## config.mk

```make
export PLATFORM = sky130hd
export DESIGN_NAME = bounded_set_store
export DESIGN_NICKNAME = d
export VERILOG_FILES = /design/src/sv/bss_pkg.sv /design/src/sv/bss_ram.sv /design/src/sv/bss_ctl.sv /design/src/sv/bss_datapath.sv /design/src/sv/bounded_set_store.sv
export VERILOG_INCLUDE_DIRS = /design/src /design/src/sv
export SDC_FILE = /design/constraint.sdc
export NUM_CORES = 2
export LEC_CHECK = 0
export BUFFER_PORTS_ARGS = -buffer_cell sky130_fd_sc_hd__buf_2
export CORE_MARGIN = 2
export CORE_UTILIZATION = 55
export CTS_CLUSTER_DIAMETER = 60
export DETAILED_ROUTE_END_ITERATION = 12
export PLACE_DENSITY = 0.71
export SETUP_SLACK_MARGIN = 0.02
export SLEW_MARGIN = 20
export SYNTH_ARGS = -nofsm -noshare
export SYNTH_HDL_FRONTEND = slang
export SYNTH_SLANG_ARGS = --single-unit
export TNS_END_PERCENT = 50
```

## constraint.sdc

```tcl
create_clock -name aclk -period 5 [get_ports aclk]
set_input_delay 0.25 -clock aclk [delete_from_list [all_inputs] [get_ports aclk]]
set_output_delay 0.25 -clock aclk [all_outputs]
set_load 0.005 [all_outputs]
```

## src/sv/bounded_set_store_macros.svh

```systemverilog
// Assertion macros shared by the bounded set store modules.
// No dependencies; include this file with a bare file name.
`ifndef BOUNDED_SET_STORE_MACROS_SVH
`define BOUNDED_SET_STORE_MACROS_SVH
`ifndef SYNTHESIS
`define BSS_ASSERT_IMP(label, clk, rst_n, ante, cons) \
    label: assert property (@(posedge clk) disable iff (!rst_n) (ante) |-> (cons)) \
        else $error("assertion failed");
`define BSS_ASSERT_NXT(label, clk, rst_n, ante, cons) \
    label: assert property (@(posedge clk) disable iff (!rst_n) (ante) |=> (cons)) \
        else $error("assertion failed");
`else
`define BSS_ASSERT_IMP(label, clk, rst_n, ante, cons)
`define BSS_ASSERT_NXT(label, clk, rst_n, ante, cons)
`endif
`endif

```

## src/sv/bss_pkg.sv

```systemverilog
// Shared types and constants for the bounded set store.
// No dependencies.
package bss_pkg;

    localparam int DEPTH_DEF = 64;
    localparam int ELEM_W    = 32;
    localparam int CMD_W     = 3;
    localparam int CAP_W     = 7;
    localparam int COUNT_W   = 7;
    localparam int PADDR_W   = 3;
    localparam int PDATA_W   = 32;

    localparam logic [CAP_W-1:0] CAP_RESET = 7'd64;

    localparam logic [CMD_W-1:0] CMD_INSERT     = 3'd0;
    localparam logic [CMD_W-1:0] CMD_REMOVE     = 3'd1;
    localparam logic [CMD_W-1:0] CMD_MEMBER     = 3'd2;
    localparam logic [CMD_W-1:0] CMD_ITER_RESET = 3'd3;
    localparam logic [CMD_W-1:0] CMD_ITER_NEXT  = 3'd4;

    localparam logic REG_CAPACITY = 1'b0;

    typedef enum logic [2:0] {
        ST_IDLE,
        ST_DECODE,
        ST_SCAN,
        ST_SHIFT,
        ST_ITER,
        ST_DONE
    } ctl_state_t;

    typedef struct packed {
        logic load;
        logic scan;
        logic shift_start;
        logic shift;
        logic append;
        logic rm_commit;
        logic iter_reset;
        logic iter_rd;
        logic iter_take;
        logic ok_we;
        logic ok_val;
        logic out_load;
    } dp_cmd_t;

    typedef struct packed {
        logic [CMD_W-1:0] op;
        logic             full;
        logic             iter_avail;
        logic             scan_done;
        logic             hit;
        logic             shift_done;
    } dp_status_t;

endpackage

```

## src/sv/bss_ram.sv

```systemverilog
// Generic single-write, single-read RAM with registered read data.
// No dependencies.
module bss_ram #(
    parameter int WIDTH = 32,
    parameter int DEPTH = 64
) (
    input  logic                     clk,
    input  logic                     we,
    input  logic [$clog2(DEPTH)-1:0] waddr,
    input  logic [WIDTH-1:0]         wdata,
    input  logic [$clog2(DEPTH)-1:0] raddr,
    output logic [WIDTH-1:0]         rdata
);

    logic [WIDTH-1:0] mem [DEPTH];
    logic [WIDTH-1:0] rdata_reg;

    always_ff @(posedge clk) begin
        if (we) begin
            mem[waddr] <= wdata;
        end
        rdata_reg <= mem[raddr];
    end

    assign rdata = rdata_reg;

endmodule

```

## src/sv/bss_ctl.sv

```systemverilog
// Controller state machine of the bounded set store.
// Depends on bss_pkg and bounded_set_store_macros.svh.
`include "bounded_set_store_macros.svh"
module bss_ctl (
    input  logic                 aclk,
    input  logic                 aresetn,
    input  logic                 s_valid,
    output logic                 s_ready,
    output logic                 m_valid,
    input  logic                 m_ready,
    input  bss_pkg::dp_status_t  status,
    output bss_pkg::dp_cmd_t     cmd
);
    import bss_pkg::*;

    ctl_state_t state_reg, state_next;
    logic       m_valid_reg, m_valid_next;

    always_ff @(posedge aclk) begin
        if (!aresetn) begin
            state_reg   <= ST_IDLE;
            m_valid_reg <= 1'b0;
        end else begin
            state_reg   <= state_next;
            m_valid_reg <= m_valid_next;
        end
    end

    always_comb begin
        cmd        = '0;
        state_next = state_reg;
        s_ready    = 1'b0;
        unique case (state_reg)
            ST_IDLE: begin
                s_ready = 1'b1;
                if (s_valid) begin
                    cmd.load   = 1'b1;
                    state_next = ST_DECODE;
                end
            end
            ST_DECODE: begin
                unique case (status.op)
                    CMD_INSERT: begin
                        if (status.full) begin
                            cmd.ok_we  = 1'b1;
                            cmd.ok_val = 1'b0;
                            state_next = ST_DONE;
                        end else begin
                            state_next = ST_SCAN;
                        end
                    end
                    CMD_REMOVE, CMD_MEMBER: begin
                        state_next = ST_SCAN;
                    end
                    CMD_ITER_RESET: begin
                        cmd.iter_reset = 1'b1;
                        cmd.ok_we      = 1'b1;
                        cmd.ok_val     = 1'b1;
                        state_next     = ST_DONE;
                    end
                    CMD_ITER_NEXT: begin
                        if (status.iter_avail) begin
                            cmd.iter_rd = 1'b1;
                            state_next  = ST_ITER;
                        end else begin
                            cmd.ok_we  = 1'b1;
                            cmd.ok_val = 1'b0;
                            state_next = ST_DONE;
                        end
                    end
                    default: begin
                        cmd.ok_we  = 1'b1;
                        cmd.ok_val = 1'b0;
                        state_next = ST_DONE;
                    end
                endcase
            end
            ST_SCAN: begin
                cmd.scan = 1'b1;
                if (status.scan_done) begin
                    if (status.op == CMD_REMOVE && status.hit) begin
                        cmd.shift_start = 1'b1;
                        state_next      = ST_SHIFT;
                    end else begin
                        cmd.ok_we  = 1'b1;
                        cmd.ok_val = status.hit || (status.op == CMD_INSERT);
                        cmd.append = (status.op == CMD_INSERT) && !status.hit;
                        state_next = ST_DONE;
                    end
                end
            end
            ST_SHIFT: begin
                cmd.shift = 1'b1;
                if (status.shift_done) begin
                    cmd.rm_commit = 1'b1;
                    cmd.ok_we     = 1'b1;
                    cmd.ok_val    = 1'b1;
                    state_next    = ST_DONE;
                end
            end
            ST_ITER: begin
                cmd.iter_take = 1'b1;
                cmd.ok_we     = 1'b1;
                cmd.ok_val    = 1'b1;
                state_next    = ST_DONE;
            end
            ST_DONE: begin
                if (!m_valid_reg || m_ready) begin
                    cmd.out_load = 1'b1;
                    state_next   = ST_IDLE;
                end
            end
            default: begin
                state_next = ST_IDLE;
            end
        endcase
    end

    always_comb begin
        if (cmd.out_load) begin
            m_valid_next = 1'b1;
        end else if (m_ready) begin
            m_valid_next = 1'b0;
        end else begin
            m_valid_next = m_valid_reg;
        end
    end

    assign m_valid = m_valid_reg;

    `BSS_ASSERT_IMP(a_load_free, aclk, aresetn, cmd.out_load, !m_valid_reg || m_ready)
    `BSS_ASSERT_NXT(a_accept_decode, aclk, aresetn, s_valid && s_ready, state_reg == ST_DECODE)
    `BSS_ASSERT_NXT(a_result_held, aclk, aresetn, m_valid_reg && !m_ready, m_valid_reg)

endmodule

```

## src/sv/bss_datapath.sv

```systemverilog
// Datapath of the bounded set store: entry memory, count, iterator, scan and shift.
// Depends on bss_pkg, bss_ram and bounded_set_store_macros.svh.
`include "bounded_set_store_macros.svh"
module bss_datapath #(
    parameter int DEPTH = bss_pkg::DEPTH_DEF
) (
    input  logic                              aclk,
    input  logic                              aresetn,
    input  bss_pkg::dp_cmd_t                  cmd,
    output bss_pkg::dp_status_t               status,
    input  logic [bss_pkg::CAP_W-1:0]         cap,
    input  logic [bss_pkg::CMD_W-1:0]         s_cmd,
    input  logic signed [bss_pkg::ELEM_W-1:0] s_element,
    output logic                              m_ok,
    output logic signed [bss_pkg::ELEM_W-1:0] m_element_out,
    output logic [bss_pkg::COUNT_W-1:0]       m_count,
    output logic                              m_is_empty
);
    import bss_pkg::*;

    localparam int CNT_W  = $clog2(DEPTH + 1);
    localparam int ADDR_W = $clog2(DEPTH);
    localparam int CMP_W  = (CNT_W > CAP_W) ? CNT_W : CAP_W;

    logic [CNT_W-1:0]  count_reg, count_next;
    logic [CNT_W-1:0]  iter_reg, iter_next;
    logic              pend_valid_reg, pend_valid_next;
    logic [CNT_W-1:0]  idx_reg, idx_next;
    logic [CNT_W-1:0]  pend_idx_reg, pend_idx_next;
    logic [CMD_W-1:0]  op_reg;
    logic [ELEM_W-1:0] elem_reg;
    logic              ok_reg;
    logic [ELEM_W-1:0] eout_reg;
    logic              m_ok_reg;
    logic [ELEM_W-1:0] m_eout_reg;
    logic [COUNT_W-1:0] m_count_reg;
    logic              m_empty_reg;

    logic              eq, more, issue;
    logic [CNT_W-1:0]  back_idx;
    logic              ram_we;
    logic [ADDR_W-1:0] ram_waddr, ram_raddr;
    logic [ELEM_W-1:0] ram_wdata, ram_rdata;

    bss_ram #(
        .WIDTH(ELEM_W),
        .DEPTH(DEPTH)
    ) u_entries (
        .clk  (aclk),
        .we   (ram_we),
        .waddr(ram_waddr),
        .wdata(ram_wdata),
        .raddr(ram_raddr),
        .rdata(ram_rdata)
    );

    assign eq       = pend_valid_reg && (ram_rdata == elem_reg);
    assign more     = idx_reg < count_reg;
    assign issue    = (cmd.scan && !eq && more) || (cmd.shift && more);
    assign back_idx = pend_idx_reg - CNT_W'(1);

    assign status.op         = op_reg;
    assign status.full       = (CMP_W'(count_reg) >= CMP_W'(cap)) ||
                               (count_reg == CNT_W'(DEPTH));
    assign status.iter_avail = iter_reg < count_reg;
    assign status.scan_done  = eq || (!pend_valid_reg && !more);
    assign status.hit        = eq;
    assign status.shift_done = !pend_valid_reg && !more;

    assign ram_we    = cmd.append || (cmd.shift && pend_valid_reg);
    assign ram_waddr = cmd.append ? count_reg[ADDR_W-1:0] : back_idx[ADDR_W-1:0];
    assign ram_wdata = cmd.append ? elem_reg : ram_rdata;
    assign ram_raddr = cmd.iter_rd ? iter_reg[ADDR_W-1:0] : idx_reg[ADDR_W-1:0];

    always_comb begin
        idx_next        = idx_reg;
        pend_idx_next   = pend_idx_reg;
        pend_valid_next = issue;
        if (cmd.load) begin
            idx_next = '0;
        end
        if (issue) begin
            idx_next      = idx_reg + CNT_W'(1);
            pend_idx_next = idx_reg;
        end
        if (cmd.shift_start) begin
            idx_next = pend_idx_reg + CNT_W'(1);
        end
    end

    always_comb begin
        count_next = count_reg;
        if (cmd.append) begin
            count_next = count_reg + CNT_W'(1);
        end else if (cmd.rm_commit) begin
            count_next = count_reg - CNT_W'(1);
        end
    end

    always_comb begin
        iter_next = iter_reg;
        if (cmd.iter_reset) begin
            iter_next = '0;
        end else if (cmd.iter_take) begin
            iter_next = iter_reg + CNT_W'(1);
        end
    end

    always_ff @(posedge aclk) begin
        if (!aresetn) begin
            count_reg      <= '0;
            iter_reg       <= '0;
            pend_valid_reg <= 1'b0;
        end else begin
            count_reg      <= count_next;
            iter_reg       <= iter_next;
            pend_valid_reg <= pend_valid_next;
        end
    end

    always_ff @(posedge aclk) begin
        idx_reg      <= idx_next;
        pend_idx_reg <= pend_idx_next;
        if (cmd.load) begin
            op_reg   <= s_cmd;
            elem_reg <= s_element;
            eout_reg <= '0;
        end else if (cmd.iter_take) begin
            eout_reg <= ram_rdata;
        end
        if (cmd.ok_we) begin
            ok_reg <= cmd.ok_val;
        end
        if (cmd.out_load) begin
            m_ok_reg    <= ok_reg;
            m_eout_reg  <= eout_reg;
            m_count_reg <= COUNT_W'(count_reg);
            m_empty_reg <= (count_reg == '0);
        end
    end

    assign m_ok          = m_ok_reg;
    assign m_element_out = $signed(m_eout_reg);
    assign m_count       = m_count_reg;
    assign m_is_empty    = m_empty_reg;

    `BSS_ASSERT_IMP(a_count_bound, aclk, aresetn, 1'b1, count_reg <= CNT_W'(DEPTH))
    `BSS_ASSERT_IMP(a_append_room, aclk, aresetn, cmd.append, count_reg < CNT_W'(DEPTH))
    `BSS_ASSERT_IMP(a_remove_nonempty, aclk, aresetn, cmd.rm_commit, count_reg != '0)
    `BSS_ASSERT_IMP(a_shift_addr, aclk, aresetn, cmd.shift && pend_valid_reg,
        pend_idx_reg != '0)

endmodule

```

## src/sv/bounded_set_store.sv

```systemverilog
// Top level of the bounded set store: APB capacity register, controller and datapath.
// Depends on bss_pkg, bss_ctl and bss_datapath.
//
//   Channel  Direction  Handshake          Payload
//   s_       in         s_valid/s_ready    s_cmd, s_element
//   m_       out        m_valid/m_ready    m_ok, m_element_out, m_count, m_is_empty
//   apb      in         psel/penable       paddr, pwrite, pwdata, prdata
//
// One request is handled at a time. Insert, remove and member scan the stored entries
// through the registered memory read; a remove that hits also shifts the later entries
// down. A full insert, an unknown command and iterator requests do not scan the entries.
// A finished result waits in the output register while the next request is accepted; a
// new result stalls only while that register still holds one. Reset needs no clearing pass.
module bounded_set_store #(
    parameter int DEPTH = bss_pkg::DEPTH_DEF
) (
    input  logic                               aclk,
    input  logic                               aresetn,
    input  logic                               s_valid,
    output logic                               s_ready,
    input  logic [bss_pkg::CMD_W-1:0]          s_cmd,
    input  logic signed [bss_pkg::ELEM_W-1:0]  s_element,
    output logic                               m_valid,
    input  logic                               m_ready,
    output logic                               m_ok,
    output logic signed [bss_pkg::ELEM_W-1:0]  m_element_out,
    output logic [bss_pkg::COUNT_W-1:0]        m_count,
    output logic                               m_is_empty,
    input  logic                               psel,
    input  logic                               penable,
    input  logic                               pwrite,
    input  logic [bss_pkg::PADDR_W-1:0]        paddr,
    input  logic [bss_pkg::PDATA_W-1:0]        pwdata,
    output logic [bss_pkg::PDATA_W-1:0]        prdata,
    output logic                               pready
);
    import bss_pkg::*;

    logic [CAP_W-1:0] cap_reg;
    logic             reg_sel;
    dp_cmd_t          cmd;
    dp_status_t       status;

    assign pready  = 1'b1;
    assign reg_sel = paddr[PADDR_W-1];

    always_ff @(posedge aclk) begin
        if (!aresetn) begin
            cap_reg <= CAP_RESET;
        end else if (psel && penable && pwrite && pready && reg_sel == REG_CAPACITY) begin
            cap_reg <= pwdata[CAP_W-1:0];
        end
    end

    assign prdata = (reg_sel == REG_CAPACITY) ? PDATA_W'(cap_reg) : '0;

    bss_ctl u_ctl (
        .aclk   (aclk),
        .aresetn(aresetn),
        .s_valid(s_valid),
        .s_ready(s_ready),
        .m_valid(m_valid),
        .m_ready(m_ready),
        .status (status),
        .cmd    (cmd)
    );

    bss_datapath #(
        .DEPTH(DEPTH)
    ) u_datapath (
        .aclk         (aclk),
        .aresetn      (aresetn),
        .cmd          (cmd),
        .status       (status),
        .cap          (cap_reg),
        .s_cmd        (s_cmd),
        .s_element    (s_element),
        .m_ok         (m_ok),
        .m_element_out(m_element_out),
        .m_count      (m_count),
        .m_is_empty   (m_is_empty)
    );

endmodule
```

# After elaboration in Yosys (flattened, before gate mapping)

Memories as Yosys holds them, arrays and structs flattened. A register that Yosys moved wholly into a read port is not among the register bits.
Cells that the tools add are included.

Flip-flop bits (word level): 149
Memories kept: 1
Word-level logic and storage cells: 121
RAM bits: 2,048
Input port bits: 77
Output and inout bits: 76

Equality and inequality tests: 15
Bitwise gates (word level): 2
Multiplexer cells: 48
Add/sub/neg operators: 6
Reductions and logical operators: 30
Magnitude comparators: 3

Memory list:

| name                     | words | bits a word | rd ports | clocked after memory_dff | write ports | RTL line      | text |
|---|---|---|---|---|---|---|---|
| u_datapath.u_entries.mem | 64    | 32          | 1        | 1                        | 1           | bss_ram.sv:15 | `logic [WIDTH-1:0] mem [DEPTH];` |

Operators with widths:

| operator              | number |
|---|---|
| $mux W7               | 6 |
| $eq A32 B32 Y1        | 1 |
| $mux W32              | 1 |
| $add A7 B1 Y7 const B | 4 |
| $mux W1               | 22 |
| $mux W3               | 6 |
| $pmux W3 S6           | 1 |
| $pmux W2 S4           | 2 |
| $lt A7 B7 Y1          | 2 |
| $mux W2               | 7 |
| $eq A3 B2 Y1 const B  | 4 |
| $mux W6               | 2 |
| $logic_and A1 B1 Y1   | 11 |
| $eq A3 B3 Y1 const B  | 3 |
| $pmux W3 S3           | 1 |
| $eq A7 B7 Y1 const B  | 1 |
| $ge A7 B7 Y1          | 1 |
| $logic_not A7 Y1      | 1 |
| $sub A7 B1 Y7 const B | 1 |
| $eq A3 B1 Y1 const B  | 2 |
| $logic_not A3 Y1      | 2 |
| $logic_or A1 B1 Y1    | 6 |
| $ne A2 B2 Y1 const B  | 3 |
| $sub A6 B1 Y6 const B | 1 |
| 7 further kinds       | 13 |

# Depth between registers and ports, before layout

Depth after elaboration: 11
Gate-level depth with buffers: 17
Mapped depth without buffers: 16

# By module

From an unflattened synthesis, not the netlist that was laid out.

Cell total of the unflattened synthesis: 3,959
Area total of the unflattened synthesis: 85,929.9 um2

Modules (own cells, without submodules):

| module            | instances | sequential area each (um2) | cells an instance | area each (um2) |
|---|---|---|---|---|
| bss_ram           | 1         | 62,139.6                   | 3,324             | 78,515.3 |
| bss_datapath      | 1         | 3,673.5                    | 502               | 6,344.8 |
| bounded_set_store | 1         | 140.1                      | 66                | 556.8 |
| bss_ctl           | 1         | 80.1                       | 67                | 513.0 |

# Least setup slack after synthesis

Ideal clock, no wire load.

Path kind: register -> register
Start point: reg u_datapath.idx_reg[4]
End point: mem u_datapath.u_entries.mem[61][0], enable pin
Period minus slack after synthesis: 4.186 ns
Arrival: 3.765 ns
Library setup time: 0.421 ns
Cell stages (with the launch flop): 10
Path buffers: 1
Path slack: 0.814 ns
Required time: 4.579 ns
Cells stage by stage: edfxtp_1 -> ha_1 -> a2111oi_0 -> o21ai_1 -> nand4b_1 -> nand2_1 -> a21boi_0 -> or2_2 -> clkbuf_1 -> nor2_1

Word-level cells in the longest chain between the ends: 9
Elaborated cells between the ends (all ways): 10
Classes of those cells: order compare: 1; mux: 5; reduce/logical: 4

RTL lines:

| element                       | RTL line            | text |
|---|---|---|
| start: declaration            | bss_datapath.sv:28  | `logic [CNT_W-1:0] idx_reg, idx_next;` |
| start signal: assignment      | bss_datapath.sv:122 | `idx_reg <= idx_next;` |
| $lt A7 B7 Y1 *                | bss_datapath.sv:58  | `assign more = idx_reg < count_reg;` |
| $logic_not A1 Y1 *            | bss_datapath.sv:66  | `assign status.scan_done = eq \|\| (!pend_valid_reg && !more);` |
| $logic_and A1 B1 Y1 *         | bss_datapath.sv:66  |  |
| $logic_or A1 B1 Y1 *          | bss_datapath.sv:66  |  |
| $mux W1 *                     | bss_ctl.sv:80       | `if (status.scan_done) begin` |
| $mux W1 *                     | bss_ctl.sv:33       | `unique case (state_reg)` |
| $logic_or A1 B1 Y1            | bss_datapath.sv:70  | `assign ram_we = cmd.append \|\| (cmd.shift && pend_valid_reg);` |
| $mux W1                       | bss_ram.sv:19       | `if (we) begin` |
| $mux W1 (not written as such) | bss_ram.sv:20       | `mem[waddr] <= wdata;` |
| end: declaration              | bss_ram.sv:15       |  |

Mark *: on every way between the ends. The rest lies on a longest branch, timed or not.

# Worst setup path in the final report

Start point: reg u_datapath.count_reg[3]
End point: reg u_datapath.u_entries.rdata_reg[29] (netlist: u_datapath.u_entries.rdata[29]), read port of u_datapath.u_entries.mem

Word-level cells in the longest chain between the ends: 5

RTL lines:

| element                  | RTL line            | text |
|---|---|---|
| start: declaration       | bss_datapath.sv:25  | `logic [CNT_W-1:0] count_reg, count_next;` |
| start signal: assignment | bss_datapath.sv:115 | `count_reg <= count_next;` |
| $lt A7 B7 Y1             | bss_datapath.sv:65  | `assign status.iter_avail = iter_reg < count_reg;` |
| $mux W1                  | bss_ctl.sv:62       | `if (status.iter_avail) begin` |
| $mux W1                  | bss_ctl.sv:42       | `unique case (status.op)` |
| $mux W2                  | bss_ctl.sv:33       |  |
| $mux W6                  | bss_datapath.sv:73  | `assign ram_raddr = cmd.iter_rd ? iter_reg[ADDR_W-1:0] : idx_reg[ADDR_W-1:0];` |
| end: declaration         | bss_ram.sv:16       | `logic [WIDTH-1:0] rdata_reg;` |

No other way between the ends.
A chain may end at the register's enable or synchronous reset.

==> impl_metrics.py <==
metrics = {
    "logic_synthesis": {
        "syn_inst": 5631,
        "yosys.area.top_type_share": 0.741,
        "synth_cell_type_count": 65,
        "number_of_flops_mapped_to_enable_cells_by_yosys": 2139,
        "synth.avg_cell_area_sq_um": 15.4,
        "synthDominantAreaCellType": "sky130_fd_sc_hd__edfxtp_1",
        "synth-seq-cells": 2229,
        "yosys_most_used_dff": "sky130_fd_sc_hd__edfxtp_1",
        "yosys.cell_count.top_type": "sky130_fd_sc_hd__edfxtp_1",
        "ys_seq_area_frac": 0.762,
        "async_flop_share": 0,
        "synth_area_leaders": "sky130_fd_sc_hd__edfxtp_1 (74%), sky130_fd_sc_hd__mux2i_1 (7.0%), sky130_fd_sc_hd__nand2_1 (4.7%)",
        "synth.cell_area_sq_mm": 0.0867,
        "post_synth_most_frequent_cells": "sky130_fd_sc_hd__edfxtp_1 (2139), sky130_fd_sc_hd__nand2_1 (1088), sky130_fd_sc_hd__mux2i_1 (608)",
        "number_of_warnings_reported_in_the_yosys_synthesis_log": 0,
    },
    "final_layout": {
        "number_of_flip_flops_under_the_largest_register_name": 2048,
        "utilization": 0.636,
        "layout-area-overhead-vs-synth_pct": 14.7,
        "post_route_cells_drive_above_1_share": 0.137,
        "final-instance-count-excl-fill": 8247,
        "max_flop_register": "u_datapath.u_entries.mem",
        "nets": 6109,
    },
    "critical_path": {
        "cp-end-kind": "flop",
        "worst-endpoint-required_ns": 5.73,
        "critPathKind": "flop to flop",
        "r2r_slack_ns": 0.47,
        "crit_arrival_ns": 5.25,
        "regToRegStartpoint": "u_datapath.count_reg[3]$_SDFFE_PN0P_",
        "worst-path-max-fanout": 18,
        "worst_r2r_path_depth": 15,
        "r2r_end": "u_datapath.u_entries.rdata[29]$_DFF_P_",
        "critPathLaunchType": "flop",
    },
    "routing": {
        "postRouteWirelength_um": 244000,
        "drt_drc_violations_left": 0,
        "detail_route.wl_per_cell_um": 29.6,
        "drtAntennaViolNets": 0,
        "routed-via-count": 52700,
        "detailedRoute.firstPassIterationCount": 6,
        "violation_count_after_the_first_detailed_route_iteration": 7849,
        "vias_per_cell": 6.39,
    },
    "floorplanning": {
        "chipWidth_um": 401,
        "start_util": 0.554,
        "core-area_sq_mm": 0.156,
        "rows": 145,
        "die-height_um": 401,
        "io_pins": 153,
        "dieArea_sq_mm": 0.161,
    },
    "place": {
        "dp.cells": 7795,
        "finalWeightedCongestion": 0.869,
        "hpwlAfterDp_um": 137000,
        "placement.io_buffers": 99,
    },
    "sta": {
        "finalCriticalPeriod_ns": 4.53,
        "final-setup-viol-count": 0,
        "final.period_utilization": 0.905,
        "setup_total_negative_slack_ns": 0,
        "fmax_mhz": 221,
        "report.final.hold_viol_count": 0,
        "clock-skew-final_ns": 0.0480,
        "worstMarginPinSlew_ns": 1.21,
        "grt_setup_unrepaired": "no",
        "max_slew_margin": 0.191,
        "report.final.slew_viol_count": 0,
    },
    "power_and_ir_drop": {
        "power.density_mw_per_mm2": 478,
        "max-vdd-ir-drop_mv": 0.385,
        "power.static_leakage_nw": 34.9,
    },
    "hold_path": {
        "whs_endpoint": "u_datapath.elem_reg[14]$_DFFE_PP_",
        "holdCritStartpoint": "s_element[14]",
        "min_path_type": "input port to flop",
        "hold_depth": 2,
    },
    "global_route": {
        "maximum_number_of_pins_on_one_net_before_global_route_repair": 121,
        "gr-total-overflow": 0,
        "grt_first_pass_wirelength_um": 345000,
        "grt_pass1_vias": 49800,
        "number_of_antenna_violations_at_the_first_check_in_global_routing": 10,
        "groute.usage.overall": 0.299,
    },
    "clock_tree": {
        "clock_insertion_delay_worst_skew_ns": 0.86,
        "cts-buffers-inserted": 211,
        "clock_tree.buffer_depth": 3,
        "clock_sinks": 2229,
        "path_clk_slew_ns": 0.06,
        "cts_hold_buffers": 53,
        "tritoncts": "yes",
        "htree_levels": 4,
        "number_of_buffers_inserted_to_repair_setup_after_cts": 0,
        "ctsResizeCount": 0,
        "cts_root_buf": "sky130_fd_sc_hd__clkbuf_16",
    },
    "outcome": {
        "status": "finished, final reports clean",
    },
    "run": {
        "maxCapViolations": 0,
    },
}
==> power by group <==
group	switching, W	total, W	internal, W
clock	0.00684	0.0157	0.00885
combinational	0.00585	0.00784	0.00199
sequential	0.000535	0.0240	0.0234
total	0.0132	0.0475	0.0343
==> routing by layer <==
layer | part of all wire | vias to the layer above | track usage
met5 | 0.00012 | - | 0
met4 | 0.049 | 4 | 0.138
met3 | 0.13 | 533 | 0.0695
met2 | 0.46 | 3513 | 0.458
met1 | 0.37 | 26300 | 0.409
li1 | - | 22300 | -
==> worst max-delay path by stage <==
stage / startpoint / slack, ns / depth (start not counted) / end
final: u_datapath.count_reg[3]$_SDFFE_PN0P_ / 0.47 / 15 / u_datapath.u_entries.rdata[29]$_DFF_P_
after detailed placement: u_datapath.count_reg[6]$_SDFFE_PN0P_ / 0.53 / 15 / u_datapath.u_entries.rdata[29]$_DFF_P_
after global placement: u_datapath.count_reg[5]$_SDFFE_PN0P_ / 0.52 / 15 / u_datapath.u_entries.rdata[29]$_DFF_P_
after floorplan: u_datapath.idx_reg[4]$_DFFE_PP_ / 0.81 / 9 / u_datapath.u_entries.mem[61][0]$_DFFE_PP_
after global routing: u_datapath.count_reg[6]$_SDFFE_PN0P_ / 0.30 / 15 / u_datapath.u_entries.rdata[29]$_DFF_P_
after CTS: u_datapath.count_reg[6]$_SDFFE_PN0P_ / 0.52 / 15 / u_datapath.u_entries.rdata[29]$_DFF_P_
==> cells by family after synthesis <==
logic type               Yosys count  share of synthesized area
multiplexers                     618                     0.0716
flip-flops                      2229                      0.762
adder cells (fa/ha/maj)           29                    0.00427
AND/OR/NAND/NOR                 1628                     0.0808
XOR/XNOR                          58                    0.00586
other                              2                  0.0000866
buffers and inverters            360                     0.0215
AO/OA/AOI/OAI                    707                     0.0542
==> stage by stage <==
step                power, W  area, sq um  hold WS [ns]  worst slack, ns
global placement      0.0316        92000         0.415            0.523
finish                0.0475        99400         0.112            0.473
detailed placement    0.0319        92000         0.415            0.528
floorplan             0.0282        86800         0.349            0.814
global route          0.0486        99400        0.0963            0.298
CTS                   0.0473        99400        0.0627            0.523
==> cells in the final DEF, fill, tap and decap left out, types with 67 or more instances in the layout <==
| cell | count |
|---|---|
| sky130_fd_sc_hd__nand2_1 | 1055 |
| sky130_fd_sc_hd__buf_2 | 99 |
| sky130_fd_sc_hd__a32oi_1 | 103 |
| sky130_fd_sc_hd__nand3_1 | 180 |
| sky130_fd_sc_hd__buf_4 | 250 |
| sky130_fd_sc_hd__o22ai_1 | 231 |
| sky130_fd_sc_hd__edfxtp_1 | 2139 |
| sky130_fd_sc_hd__a31oi_1 | 180 |
| sky130_fd_sc_hd__buf_12 | 69 |
| sky130_fd_sc_hd__dfxtp_1 | 90 |
| sky130_fd_sc_hd__a21oi_1 | 94 |
| sky130_fd_sc_hd__clkbuf_16 | 215 |
| sky130_fd_sc_hd__nand4_1 | 67 |
| sky130_fd_sc_hd__mux2i_1 | 606 |
==> cell type report <==
type,count,area (sq um)
tap,2058,2570
clock inverter,96,906
inverter,24,90.1
sequential,2229,66000
clock buffer,300,5930
timing repair buffer,471,4280
multi-input combinational,3066,19600
fill,10600,57000
antenna,3,7.51
==> critical path, stage by stage, from the launching register on <==
cell and delay (ns):
sky130_fd_sc_hd__dfxtp_1 0.49, sky130_fd_sc_hd__inv_1 0.19, sky130_fd_sc_hd__ha_1 0.22, sky130_fd_sc_hd__a211oi_1 0.20
sky130_fd_sc_hd__nor2_1 0.13, sky130_fd_sc_hd__a211oi_4 0.50, sky130_fd_sc_hd__buf_4 0.27, sky130_fd_sc_hd__mux2_2 0.38
sky130_fd_sc_hd__nand2_1 0.12, sky130_fd_sc_hd__buf_12 0.22, sky130_fd_sc_hd__buf_4 0.31, sky130_fd_sc_hd__o22ai_1 0.13
sky130_fd_sc_hd__nor4_1 0.47, sky130_fd_sc_hd__buf_4 0.20, sky130_fd_sc_hd__nand4_1 0.14, sky130_fd_sc_hd__or4_1 0.41
(Power assumes the default switching activity.)
